===== src/hdl/mm_pkg.sv =====
// shared constants, codes and control/status structs of the matrix multiplier
package mm_pkg;

    localparam int MAX_DIM_DEF = 8;   // default largest matrix dimension
    localparam int ELEM_W      = 16;  // input element width
    localparam int VALUE_W     = 35;  // product element width
    localparam int PROD_W      = 2 * ELEM_W;
    localparam int OUT_IDX_W   = 3;   // out_row / out_col width
    localparam int REG_W       = 4;   // configuration register width
    localparam int CFG_IDX_W   = 2;

    // configuration register indexes
    localparam logic [CFG_IDX_W-1:0] REG_ROWS_A    = 2'd0;
    localparam logic [CFG_IDX_W-1:0] REG_INNER_DIM = 2'd1;
    localparam logic [CFG_IDX_W-1:0] REG_COLS_B    = 2'd2;

    // op field codes
    localparam logic OP_A = 1'b0;
    localparam logic OP_B = 1'b1;

    // controller to datapath
    typedef struct packed {
        logic in_ready;  // load phase, input words taken
        logic rd;        // issue one store read and step k
        logic emit;      // move accumulator to output register, step to next element
    } t_cmd;

    // datapath to controller
    typedef struct packed {
        logic complete;  // accepted word left both matrices complete
        logic k_last;    // current read is the last term of the dot product
        logic elem_last; // current element is the last of the product
        logic busy;      // multiply-accumulate pipeline still holds terms
        logic out_free;  // output register can take a word this cycle
    } t_status;

endpackage


===== src/hdl/mm_if.sv =====
// handshake channels: element input words and product output words

interface mm_in_if;
    logic                              valid;
    logic                              ready;
    logic                              op;
    logic signed [mm_pkg::ELEM_W-1:0]  element;

    modport source (output valid, output op, output element, input ready);
    modport sink   (input valid, input op, input element, output ready);
endinterface

interface mm_out_if;
    logic                                 valid;
    logic                                 ready;
    logic signed [mm_pkg::VALUE_W-1:0]    product_value;
    logic        [mm_pkg::OUT_IDX_W-1:0]  out_row;
    logic        [mm_pkg::OUT_IDX_W-1:0]  out_col;
    logic                                 last;

    modport source (output valid, output product_value, output out_row, output out_col,
                    output last, input ready);
    modport sink   (input valid, input product_value, input out_row, input out_col,
                    input last, output ready);
endinterface


===== src/hdl/mm_ctrl.sv =====
// sequencing state machine: load, dot product reads, drain and emit
module mm_ctrl (
    input  logic            i_clk,
    input  logic            i_rst_n,
    input  mm_pkg::t_status i_status,
    output mm_pkg::t_cmd    o_cmd
);
    import mm_pkg::*;

    typedef enum logic [2:0] {
        ST_LOAD  = 3'b001,
        ST_RUN   = 3'b010,
        ST_DRAIN = 3'b100
    } t_state;

    t_state r_state;
    t_state n_state;

    always_comb begin
        n_state      = r_state;
        o_cmd        = '0;
        unique case (r_state)
            ST_LOAD: begin
                o_cmd.in_ready = 1'b1;
                if (i_status.complete) begin
                    n_state = ST_RUN;
                end
            end
            ST_RUN: begin
                o_cmd.rd = 1'b1;
                if (i_status.k_last) begin
                    n_state = ST_DRAIN;
                end
            end
            ST_DRAIN: begin
                if (!i_status.busy && i_status.out_free) begin
                    o_cmd.emit = 1'b1;
                    n_state    = i_status.elem_last ? ST_LOAD : ST_RUN;
                end
            end
            default: begin
                n_state = ST_LOAD;
            end
        endcase
    end

    always_ff @(posedge i_clk) begin
        if (!i_rst_n) begin
            r_state <= ST_LOAD;
        end else begin
            r_state <= n_state;
        end
    end

endmodule


===== src/hdl/mm_dp.sv =====
// datapath: dimension registers, element stores, load counts, index walk,
// multiply-accumulate pipeline and output register
module mm_dp #(
    parameter int MAX_DIM = mm_pkg::MAX_DIM_DEF
) (
    input  logic                          i_clk,
    input  logic                          i_rst_n,
    input  logic                          i_cfg_we,
    input  logic [mm_pkg::CFG_IDX_W-1:0]  i_cfg_idx,
    input  logic [mm_pkg::REG_W-1:0]      i_cfg_data,
    mm_in_if.sink                         i_in,
    mm_out_if.source                      o_out,
    input  mm_pkg::t_cmd                  i_cmd,
    output mm_pkg::t_status               o_status
);
    import mm_pkg::*;

    localparam int DEPTH = MAX_DIM * MAX_DIM;
    localparam int IDX_W = $clog2(DEPTH);
    localparam int CNT_W = $clog2(DEPTH + 1);
    localparam int DIM_W = $clog2(MAX_DIM + 1);
    localparam int IW    = $clog2(MAX_DIM);

    // configuration registers
    logic [REG_W-1:0] r_rows_a;
    logic [REG_W-1:0] r_inner_dim;
    logic [REG_W-1:0] r_cols_b;

    always_ff @(posedge i_clk) begin
        if (!i_rst_n) begin
            r_rows_a    <= REG_W'(1);
            r_inner_dim <= REG_W'(1);
            r_cols_b    <= REG_W'(1);
        end else if (i_cfg_we) begin
            unique case (i_cfg_idx)
                REG_ROWS_A:    r_rows_a    <= i_cfg_data;
                REG_INNER_DIM: r_inner_dim <= i_cfg_data;
                REG_COLS_B:    r_cols_b    <= i_cfg_data;
                default: begin
                end
            endcase
        end
    end

    // zero is taken as one, anything above MAX_DIM as MAX_DIM
    function automatic logic [DIM_W-1:0] eff_dim(input logic [REG_W-1:0] raw);
        logic [DIM_W-1:0] d;
        if (raw == '0) begin
            d = DIM_W'(1);
        end else if (int'(raw) > MAX_DIM) begin
            d = DIM_W'(MAX_DIM);
        end else begin
            d = DIM_W'(raw);
        end
        return d;
    endfunction

    logic [DIM_W-1:0] ra, kd, cb;
    logic [CNT_W-1:0] size_a, size_b;

    assign ra     = eff_dim(r_rows_a);
    assign kd     = eff_dim(r_inner_dim);
    assign cb     = eff_dim(r_cols_b);
    assign size_a = CNT_W'(ra) * CNT_W'(kd);
    assign size_b = CNT_W'(kd) * CNT_W'(cb);

    // load side
    logic             accept, wr_a, wr_b, complete;
    logic [CNT_W-1:0] r_cnt_a, r_cnt_b, n_cnt_a, n_cnt_b;

    assign i_in.ready = i_cmd.in_ready;
    assign accept     = i_in.valid && i_cmd.in_ready;
    assign wr_a       = accept && (i_in.op == OP_A) && (r_cnt_a < size_a);
    assign wr_b       = accept && (i_in.op == OP_B) && (r_cnt_b < size_b);
    assign n_cnt_a    = r_cnt_a + CNT_W'(wr_a);
    assign n_cnt_b    = r_cnt_b + CNT_W'(wr_b);
    assign complete   = accept && (n_cnt_a >= size_a) && (n_cnt_b >= size_b);

    always_ff @(posedge i_clk) begin
        if (!i_rst_n) begin
            r_cnt_a <= '0;
            r_cnt_b <= '0;
        end else if (complete) begin
            r_cnt_a <= '0;
            r_cnt_b <= '0;
        end else begin
            r_cnt_a <= n_cnt_a;
            r_cnt_b <= n_cnt_b;
        end
    end

    // index walk over product elements and dot product terms
    logic [IW-1:0]    r_i, r_j, r_k;
    logic [IDX_W-1:0] r_a_base, r_b_addr;
    logic             k_last, j_last, elem_last;
    logic [IDX_W-1:0] a_addr;

    assign a_addr    = r_a_base + IDX_W'(r_k);
    assign k_last    = (DIM_W'(r_k) == kd - DIM_W'(1));
    assign j_last    = (DIM_W'(r_j) == cb - DIM_W'(1));
    assign elem_last = j_last && (DIM_W'(r_i) == ra - DIM_W'(1));

    always_ff @(posedge i_clk) begin
        if (!i_rst_n) begin
            r_i      <= '0;
            r_j      <= '0;
            r_k      <= '0;
            r_a_base <= '0;
            r_b_addr <= '0;
        end else if (complete) begin
            r_i      <= '0;
            r_j      <= '0;
            r_k      <= '0;
            r_a_base <= '0;
            r_b_addr <= '0;
        end else if (i_cmd.rd) begin
            r_k      <= r_k + IW'(1);
            r_b_addr <= r_b_addr + IDX_W'(cb);
        end else if (i_cmd.emit && !elem_last) begin
            r_k <= '0;
            if (j_last) begin
                r_j      <= '0;
                r_i      <= r_i + IW'(1);
                r_a_base <= r_a_base + IDX_W'(kd);
                r_b_addr <= '0;
            end else begin
                r_j      <= r_j + IW'(1);
                r_b_addr <= IDX_W'(r_j) + IDX_W'(1);
            end
        end
    end

    // element stores, registered reads
    logic signed [ELEM_W-1:0] mem_a [DEPTH];
    logic signed [ELEM_W-1:0] mem_b [DEPTH];
    logic signed [ELEM_W-1:0] r_rd_a, r_rd_b;

    always_ff @(posedge i_clk) begin
        if (wr_a) begin
            mem_a[r_cnt_a[IDX_W-1:0]] <= i_in.element;
        end
        if (i_cmd.rd) begin
            r_rd_a <= mem_a[a_addr];
        end
    end

    always_ff @(posedge i_clk) begin
        if (wr_b) begin
            mem_b[r_cnt_b[IDX_W-1:0]] <= i_in.element;
        end
        if (i_cmd.rd) begin
            r_rd_b <= mem_b[r_b_addr];
        end
    end

    // read -> multiply -> accumulate
    logic                      r_v1, r_v2, r_first1, r_first2;
    logic signed [PROD_W-1:0]  r_prod;
    logic signed [VALUE_W-1:0] r_acc, acc_base, prod_ext;

    assign acc_base = r_first2 ? VALUE_W'(0) : r_acc;
    assign prod_ext = VALUE_W'(r_prod);

    always_ff @(posedge i_clk) begin
        if (!i_rst_n) begin
            r_v1 <= 1'b0;
            r_v2 <= 1'b0;
        end else begin
            r_v1 <= i_cmd.rd;
            r_v2 <= r_v1;
        end
    end

    always_ff @(posedge i_clk) begin
        r_first1 <= (r_k == '0);
        r_first2 <= r_first1;
        r_prod   <= r_rd_a * r_rd_b;
        if (r_v2) begin
            r_acc <= acc_base + prod_ext;
        end
    end

    // output register
    logic                       r_out_valid;
    logic                       out_free;
    logic signed [VALUE_W-1:0]  r_out_value;
    logic [OUT_IDX_W-1:0]       r_out_row, r_out_col;
    logic                       r_out_last;

    assign out_free = !r_out_valid || o_out.ready;

    always_ff @(posedge i_clk) begin
        if (!i_rst_n) begin
            r_out_valid <= 1'b0;
        end else if (i_cmd.emit) begin
            r_out_valid <= 1'b1;
        end else if (o_out.ready) begin
            r_out_valid <= 1'b0;
        end
    end

    always_ff @(posedge i_clk) begin
        if (i_cmd.emit) begin
            r_out_value <= r_acc;
            r_out_row   <= OUT_IDX_W'(r_i);
            r_out_col   <= OUT_IDX_W'(r_j);
            r_out_last  <= elem_last;
        end
    end

    assign o_out.valid         = r_out_valid;
    assign o_out.product_value = r_out_value;
    assign o_out.out_row       = r_out_row;
    assign o_out.out_col       = r_out_col;
    assign o_out.last          = r_out_last;

    assign o_status.complete  = complete;
    assign o_status.k_last    = k_last;
    assign o_status.elem_last = elem_last;
    assign o_status.busy      = r_v1 || r_v2;
    assign o_status.out_free  = out_free;

endmodule


===== src/hdl/matrix_multiply_top.sv =====
// top level of the signed integer matrix multiplier
//
// channel   dir  handshake       word contents
// i_in      in   valid / ready   op (0 = A, 1 = B), element (signed 16)
// o_out     out  valid / ready   product_value (signed 35), out_row, out_col, last
// i_cfg_*   in   write enable    register index (rows_a, inner_dim, cols_b), 4-bit data
//
// load: one input word per cycle; the word that completes both matrices starts the run
// run: each product element takes one store read per term, then the read, multiply and
//   accumulate stages drain through one mac unit before the element is emitted;
//   no input is taken during a run
// the output register lets an element be computed while the previous one waits;
//   a stalled output holds the mac in its drain step
// reset is synchronous, active low: dimensions go to 1, load counts to 0,
//   stores are not cleared
module matrix_multiply_top #(
    parameter int MAX_DIM = mm_pkg::MAX_DIM_DEF
) (
    input  logic                          i_clk,
    input  logic                          i_rst_n,
    input  logic                          i_cfg_we,
    input  logic [mm_pkg::CFG_IDX_W-1:0]  i_cfg_idx,
    input  logic [mm_pkg::REG_W-1:0]      i_cfg_data,
    mm_in_if.sink                         i_in,
    mm_out_if.source                      o_out
);
    import mm_pkg::*;

    t_cmd    cmd;
    t_status status;

    // fsm: load / run / drain
    mm_ctrl u_ctrl (
        .i_clk    (i_clk),
        .i_rst_n  (i_rst_n),
        .i_status (status),
        .o_cmd    (cmd)
    );

    // stores, counters, mac pipeline, output register
    mm_dp #(
        .MAX_DIM (MAX_DIM)
    ) u_dp (
        .i_clk      (i_clk),
        .i_rst_n    (i_rst_n),
        .i_cfg_we   (i_cfg_we),
        .i_cfg_idx  (i_cfg_idx),
        .i_cfg_data (i_cfg_data),
        .i_in       (i_in),
        .o_out      (o_out),
        .i_cmd      (cmd),
        .o_status   (status)
    );

endmodule


===== src/flat_wrapper.sv =====
// flat-port wrapper written by rule: the top's interface ports become plain ports
module matrix_multiply_top_flat import mm_pkg::*;
#(
    parameter int MAX_DIM = mm_pkg::MAX_DIM_DEF
)
  (i_clk, i_rst_n, i_cfg_we, i_cfg_idx, i_cfg_data, i_in_valid, i_in_op, i_in_element, i_in_ready, o_out_valid, o_out_product_value, o_out_out_row, o_out_out_col, o_out_last, o_out_ready);
  mm_in_if i_in_i ();
  mm_out_if o_out_i ();
  input  logic i_clk;
  input  logic i_rst_n;
  input  logic i_cfg_we;
  input  logic [mm_pkg::CFG_IDX_W-1:0] i_cfg_idx;
  input  logic [mm_pkg::REG_W-1:0] i_cfg_data;
  input wire logic [$bits(i_in_i.valid)-1:0] i_in_valid;
  input wire logic [$bits(i_in_i.op)-1:0] i_in_op;
  input wire logic [$bits(i_in_i.element)-1:0] i_in_element;
  output wire logic [$bits(i_in_i.ready)-1:0] i_in_ready;
  output wire logic [$bits(o_out_i.valid)-1:0] o_out_valid;
  output wire logic [$bits(o_out_i.product_value)-1:0] o_out_product_value;
  output wire logic [$bits(o_out_i.out_row)-1:0] o_out_out_row;
  output wire logic [$bits(o_out_i.out_col)-1:0] o_out_out_col;
  output wire logic [$bits(o_out_i.last)-1:0] o_out_last;
  input wire logic [$bits(o_out_i.ready)-1:0] o_out_ready;
  assign i_in_i.valid = i_in_valid;
  assign i_in_i.op = i_in_op;
  assign i_in_i.element = i_in_element;
  assign i_in_ready = i_in_i.ready;
  assign o_out_valid = o_out_i.valid;
  assign o_out_product_value = o_out_i.product_value;
  assign o_out_out_row = o_out_i.out_row;
  assign o_out_out_col = o_out_i.out_col;
  assign o_out_last = o_out_i.last;
  assign o_out_i.ready = o_out_ready;
  matrix_multiply_top #(.MAX_DIM(MAX_DIM)) u_core (.i_clk(i_clk), .i_rst_n(i_rst_n), .i_cfg_we(i_cfg_we), .i_cfg_idx(i_cfg_idx), .i_cfg_data(i_cfg_data), .i_in(i_in_i), .o_out(o_out_i));
endmodule

===== config.mk =====
export PLATFORM = sky130hd
export DESIGN_NAME = matrix_multiply_top_flat
export DESIGN_NICKNAME = d
export VERILOG_FILES = /design/src/hdl/mm_pkg.sv /design/src/hdl/mm_if.sv /design/src/hdl/mm_ctrl.sv /design/src/hdl/mm_dp.sv /design/src/hdl/matrix_multiply_top.sv /design/src/flat_wrapper.sv
export SDC_FILE = /design/constraint.sdc
export NUM_CORES = 2
export LEC_CHECK = 0
export BUFFER_PORTS_ARGS = -buffer_cell sky130_fd_sc_hd__buf_2
export CAP_MARGIN = 15
export CELL_PAD_IN_SITES_DETAIL_PLACEMENT = 1
export CELL_PAD_IN_SITES_GLOBAL_PLACEMENT = 1
export CORE_MARGIN = 2
export CORE_UTILIZATION = 55
export CTS_CLUSTER_DIAMETER = 150
export DETAILED_ROUTE_END_ITERATION = 10
export GPL_ROUTABILITY_DRIVEN = 1
export PLACE_DENSITY = 0.87
export SYNTH_ARGS = -nofsm -noshare
export SYNTH_HDL_FRONTEND = slang
export SYNTH_HIERARCHICAL = 1
export SYNTH_SLANG_ARGS = --single-unit
export TNS_END_PERCENT = 10

===== constraint.sdc =====
create_clock -name i_clk -period 14.3 [get_ports i_clk]
set_clock_uncertainty 0.1 [all_clocks]
set_input_delay 2.145 -clock i_clk [delete_from_list [all_inputs] [get_ports i_clk]]
set_output_delay 2.145 -clock i_clk [all_outputs]
set_load 0.05 [all_outputs]

Yosys cells after proc, flatten, opt, wreduce, memory -nomap -nowiden --
Memories as Yosys holds them, arrays and structs flattened. A register that Yosys moved wholly into a read port is not among the register bits. Cells that the tools add are included.
Storage, ports and cells: flip-flop bits (word level) 164, bits in writable memories 2048, input port bits 28, output and inout port bits 44, logic and storage cells 118, memories 2
Memory list:
- u_core.u_dp.mem_a | words 64, bits a word 16, read ports 1, clocked after memory_dff 1, wr ports 1, line mm_dp.sv:134 | logic signed [ELEM_W-1:0] mem_a [DEPTH];
- u_core.u_dp.mem_b | words 64, bits a word 16, read ports 1, clocked after memory_dff 1, wr ports 1, line mm_dp.sv:135 | logic signed [ELEM_W-1:0] mem_b [DEPTH];
Operators by class: add/sub/neg operators 13, multiply operators 3, $lt $le $gt $ge 7, equal/unequal tests 11, multiplexer cells 28, bitwise operators 3, reduce and logical (&&, ||, !) cells 29
Operators with widths (number):
- adder 35 x 32 -> 35 bit | 1
- two-way mux 35 bit | 1
- multiplier 16 x 16 -> 32 bit | 1
- two-way mux 4 bit | 7
- two-way mux 3 bit | 6
- adder 7 x 1 -> 7 bit | 2
- >= comparator 7 bit | 2
- less-than comparator 7 bit | 2
- multiplier 4 x 4 -> 7 bit | 2
- adder 6 x 4 -> 6 bit | 2
- == test 3 x 4 -> 1 bit | 3
- greater-than comparator 4 bit, second input constant | 3
- logical NOT 4 bit | 3
- two-way mux 6 bit | 2
- subtractor 4 x 1 -> 4 bit, second input constant | 3
- logical AND 1 bit | 10
- two-way mux 1 bit | 10
- adder 3 x 1 -> 3 bit, second input constant | 3
- one-hot mux 3 bit (3 select lines) | 1
- AND reduction 2 bit | 4
- adder 6 x 3 -> 6 bit | 1
- != test 2 bit, second input constant | 3
- AND reduction 3 bit | 2
- adder 3 x 1 -> 4 bit, second input constant | 1
- other kinds (13) | 19

Logic depth before layout (Yosys ltp) --
word-level depth 12, mapped depth 32, mapped depth without buffers 30

By module --
The synthesis kept the hierarchy.
Modules (own cells, without submodules):
- mm_dp | times used 1, cells each 5058, area an instance 98172.9 µm², seq. area each 66453.7 µm²
- mm_ctrl | times used 1, cells each 20, area an instance 185.2 µm², seq. area each 60.1 µm²

Worst setup path before layout --
No wires, ideal clock.
path kind in2reg, start point in o_out_ready, end point reg u_core.u_dp.r_a_base[0], library setup time 0.133 ns, arrival time 6.860 ns, data required time 14.067 ns, slack 7.208 ns, stages on the path 10, path buffers 2, cell sequence nand2b_1 buf_4 nor3b_1 inv_1 nor2_1 and3_1 buf_2 mux2_2 nand2_1 a21oi_1
RTL lines:
- start, declared | line flat_wrapper.sv:23 | input wire logic [$bits(o_out_i.ready)-1:0] o_out_ready;
- end signal, assigned | line mm_dp.sv:124 | r_a_base <= r_a_base + IDX_W'(kd);
- end, declared | line mm_dp.sv:94 | logic [IDX_W-1:0] r_a_base, r_b_addr;

==> key figures <==
Yosys
  • Synth cell count leaders: edfxtp_1 (2157), mux4_2 (672), inv_1 (330)
  • EDFF count, synth: roughly 2200
  • Mean cell area of the mapped netlist: a little under 20 um^2
  • Mapped Cells: slightly above 5000
  • Synth Cell Area: between 0.09 and 0.1 mm^2
  • Yosys cell types: 78
  • Synth top area share: approximately 66%
  • Sequential-to-total area share from yosys stat: about 68%
  • Ys flop type: edfxtp_1
  • Synth area leader: edfxtp_1
  • Mapped Nets: around 5600
  • Syn. warnings: 6
  • Most common cell in the netlist: edfxtp_1
  • Ys async rst share: 0%
  • #FFs+latches synth: between 2000 and 2500
  • Synth top area cells: edfxtp_1 (66%), mux4_2 (15%), fa_1 (5.6%), ha_1 (2.3%), dfxtp_1 (1.8%)

STA
  • Slew HR: 10.73%
  • Worst Tran Pin Value: 1.335 ns
  • Tcrit/Tclk final: 79.20%
  • Final Hold Viols: 0
  • Final min period: 11.33 ns
  • Setup violations, final: 0
  • Final Worst Setup Slack: 2.975 ns
  • Setup TNS: 0 ns
  • Final max-slew violation count: 0
  • RSZ-0062 raised after global routing: no
  • Fmax: 88.30 MHz
  • Post-Route Hold Slack: between 0.2 and 0.3 ns

Worst setup path
  • Critical path depth in cells: 30
  • Slowest CP cell: a211oi_1
  • Critical Path Start: u_core/u_dp/r_inner_dim[3]
  • Reg2reg end: u_core/u_ctrl/r_state[0]
  • Startpoint types: flip-flop
  • Crit-path max FO: 36
  • Worst Path Required: 14.98 ns
  • Critical path's largest stage delay: roughly 0.73 ns
  • CP bufs+invs: 4
  • Crit path kind: flip-flop to flip-flop
  • RR Startpoint: u_core/u_dp/r_inner_dim[3]
  • Worst reg-to-reg setup slack: a little under 3 ns
  • Arrival @ worst endpoint: 12.01 ns
  • CP endpoint: u_core/u_ctrl/r_state[0]
  • Top cell family by delay on the critical path: compound AO/OA/AOI/OAI gates
  • Element type at the critical path end: flip-flop
  • R2R depth: 30

Floorplan
  • Die Width: between 400 and 500 um
  • Rows: approximately 160
  • Initial Util: 55.25%
  • Die H: around 430 um
  • # IOs: 72
  • Core area: roughly 0.18 mm^2
  • Die ar.: around 0.18 mm^2

Layout
  • Post-route cell area: ~0.11 mm^2
  • Fin nets: about 5800
  • Layout cell share with drive strength beyond 1: between 20 and 25%
  • Area Overhead vs Synth: 11.44%
  • Filler cell count in the final layout: 14880

Placement
  • Post-Place Setup Slack: between 6 and 7 ns
  • Final HPWL DP: 160.6 mm
  • GP Congestion: between 0.8 and 0.9
  • PortBufs: 71
  • Placed inst area: 0.1024 mm^2

CTS
  • Clock Latency Late Sink: around 0.94 ns
  • Postcts setup bufs: 0
  • CTS Sinks: around 2200
  • H-tree level count: 4
  • Num CTS Buffers: 207
  • CTS root buf: clkbuf_16
  • Clock Tree Buf Depth: 3
  • Post-CTS Resized: 0
  • Clock-pin transition on the worst setup and hold timing paths: approximately 0.080 ns
  • Hold-fix buffers, CTS: 0
  • CTS tree: built

Route
  • DRT iter0 DRCs: approximately 11000
  • Total Wirelength: 333.9 mm
  • Met2 wire length: about 160 mm
  • Drt drc: 0
  • Detail Route Antenna Nets: 0
  • Highest routed layer: met5
  • Met1 wire length: 106.4 mm
  • Met3 wire length: ~46 mm
  • Routed WL per cell: approximately 43 um
  • Via count: 57580
  • Pre-antenna DRT Iters: 8
  • Via-per-instance ratio: ~7.3

Global route
  • Largest net degree at the start of global routing: about 140
  • Antenna violations before repair: 46
  • Gr ovfl total: 0
  • First-pass GRT wire length: around 440 mm
  • Vias in the first global route: around 58000
  • Total GRT Usage: around a third

Run status
  • Status: completed

Pwr
  • Pwr dens: 140.6 mW/mm^2
  • Peak VDD IR: around 0.15 mV
  • Pleak: between 30 and 40 nW

Worst hold path
  • Min-delay src: u_core/u_dp/r_first1
  • Min-Delay Path Depth: 0
  • Worst Hold Class: flip-flop to flip-flop

Job
  • Max-Cap Viols: 0
## routing by layer
layer | GRT usage [%] | vias up
li1 | - | 20350
met1 | 44.58 | 29360
met2 | 53.71 | 6234
met3 | 8.120 | 1599
met4 | 17.99 | 34
met5 | 0 | -
## worst min path at each step
stage | end | slack (ns)
CTS | u_core/u_dp/r_first2 | 0.25
global placement | u_core/u_dp/r_first2 | 0.21
global route | u_core/u_dp/r_first2 | 0.26
finish | u_core/u_dp/r_first2 | 0.27
floorplan | u_core/u_dp/r_first2 | 0.21
detailed placement | u_core/u_dp/r_first2 | 0.22
## flip-flops by register name, summed over array words and instances (netlist names), 3 cells and up
signal and flops:
u_core/u_ctrl/r_state 3, u_core/u_dp/mem_a 1024, u_core/u_dp/mem_b 1024, u_core/u_dp/o_out.out_col 3, u_core/u_dp/o_out.out_row 3, u_core/u_dp/o_out.product_value 35
u_core/u_dp/r_a_base 6, u_core/u_dp/r_acc 35, u_core/u_dp/r_b_addr 6, u_core/u_dp/r_cnt_a 7, u_core/u_dp/r_cnt_b 7, u_core/u_dp/r_cols_b 4
u_core/u_dp/r_i 3, u_core/u_dp/r_inner_dim 4, u_core/u_dp/r_j 3, u_core/u_dp/r_k 3, u_core/u_dp/r_prod 32, u_core/u_dp/r_rd_a 16
u_core/u_dp/r_rd_b 16, u_core/u_dp/r_rows_a 4
## metrics by stage
stage	total power [mW]	std cells	util [%]
2_1_floorplan	8.779	5078	-
3_3_place_gp	9.211	7420	57.50
3_5_place_dp	9.331	7420	57.50
4_1_cts	15.20	7808	61.45
5_1_grt	15.77	7824	61.54
6_report	15.41	7843	61.57
## worst register-to-register path, delay by kind of cell (launching register included)
kind	cells	cell delay, ns
buffers and inverters	4	1.07
flip-flops	1	0.42
XOR/XNOR	2	0.57
AND/OR/NAND/NOR	7	1.72
adder cells (fa/ha/maj)	8	3.60
AO/OA/AOI/OAI	9	3.68
## power breakdown
group          switching [mW]  internal [mW]
Sequential             0.0638           7.30
Combinational            1.24          0.742
Clock                    2.83           3.24
## cells in the final DEF, fill, tap and decap left out, drive strengths merged, types with 83 or more instances in the layout
cell type	count
inv	341
clkbuf	244
fa	274
xnor2	83
a21oi	104
and2	119
ha	178
mux4	672
nand2	221
clkinv	97
nor2	140
dfxtp	87
edfxtp	2157
buf	230
## area by class of cell
| type | instances | area (um^2) | area share [%] |
|---|---|---|---|
| flip-flops and latches | 2244 | 66530 | 60.70 |
| multi-input cells | 2266 | 30060 | 27.43 |
| clock buffers | 244 | 5411 | 4.937 |
| well taps | 2355 | 2947 | 2.688 |
| repair buffers | 230 | 1727 | 1.575 |
| clock inverters | 144 | 1618 | 1.476 |
| inverters | 330 | 1241 | 1.132 |
| diodes | 30 | 75.07 | 0.06849 |
## kinds of logic after synthesis
logic type / Yosys count / synth area share [%]
buf+inv: 568 / 2.309
flops: 2244 / 67.62
simple gates: 748 / 3.904
xor+xnor: 108 / 0.9617
fa+ha+maj: 454 / 7.861
mux: 690 / 15.58
compound gates: 266 / 1.763
(Power assumes the default switching activity.)
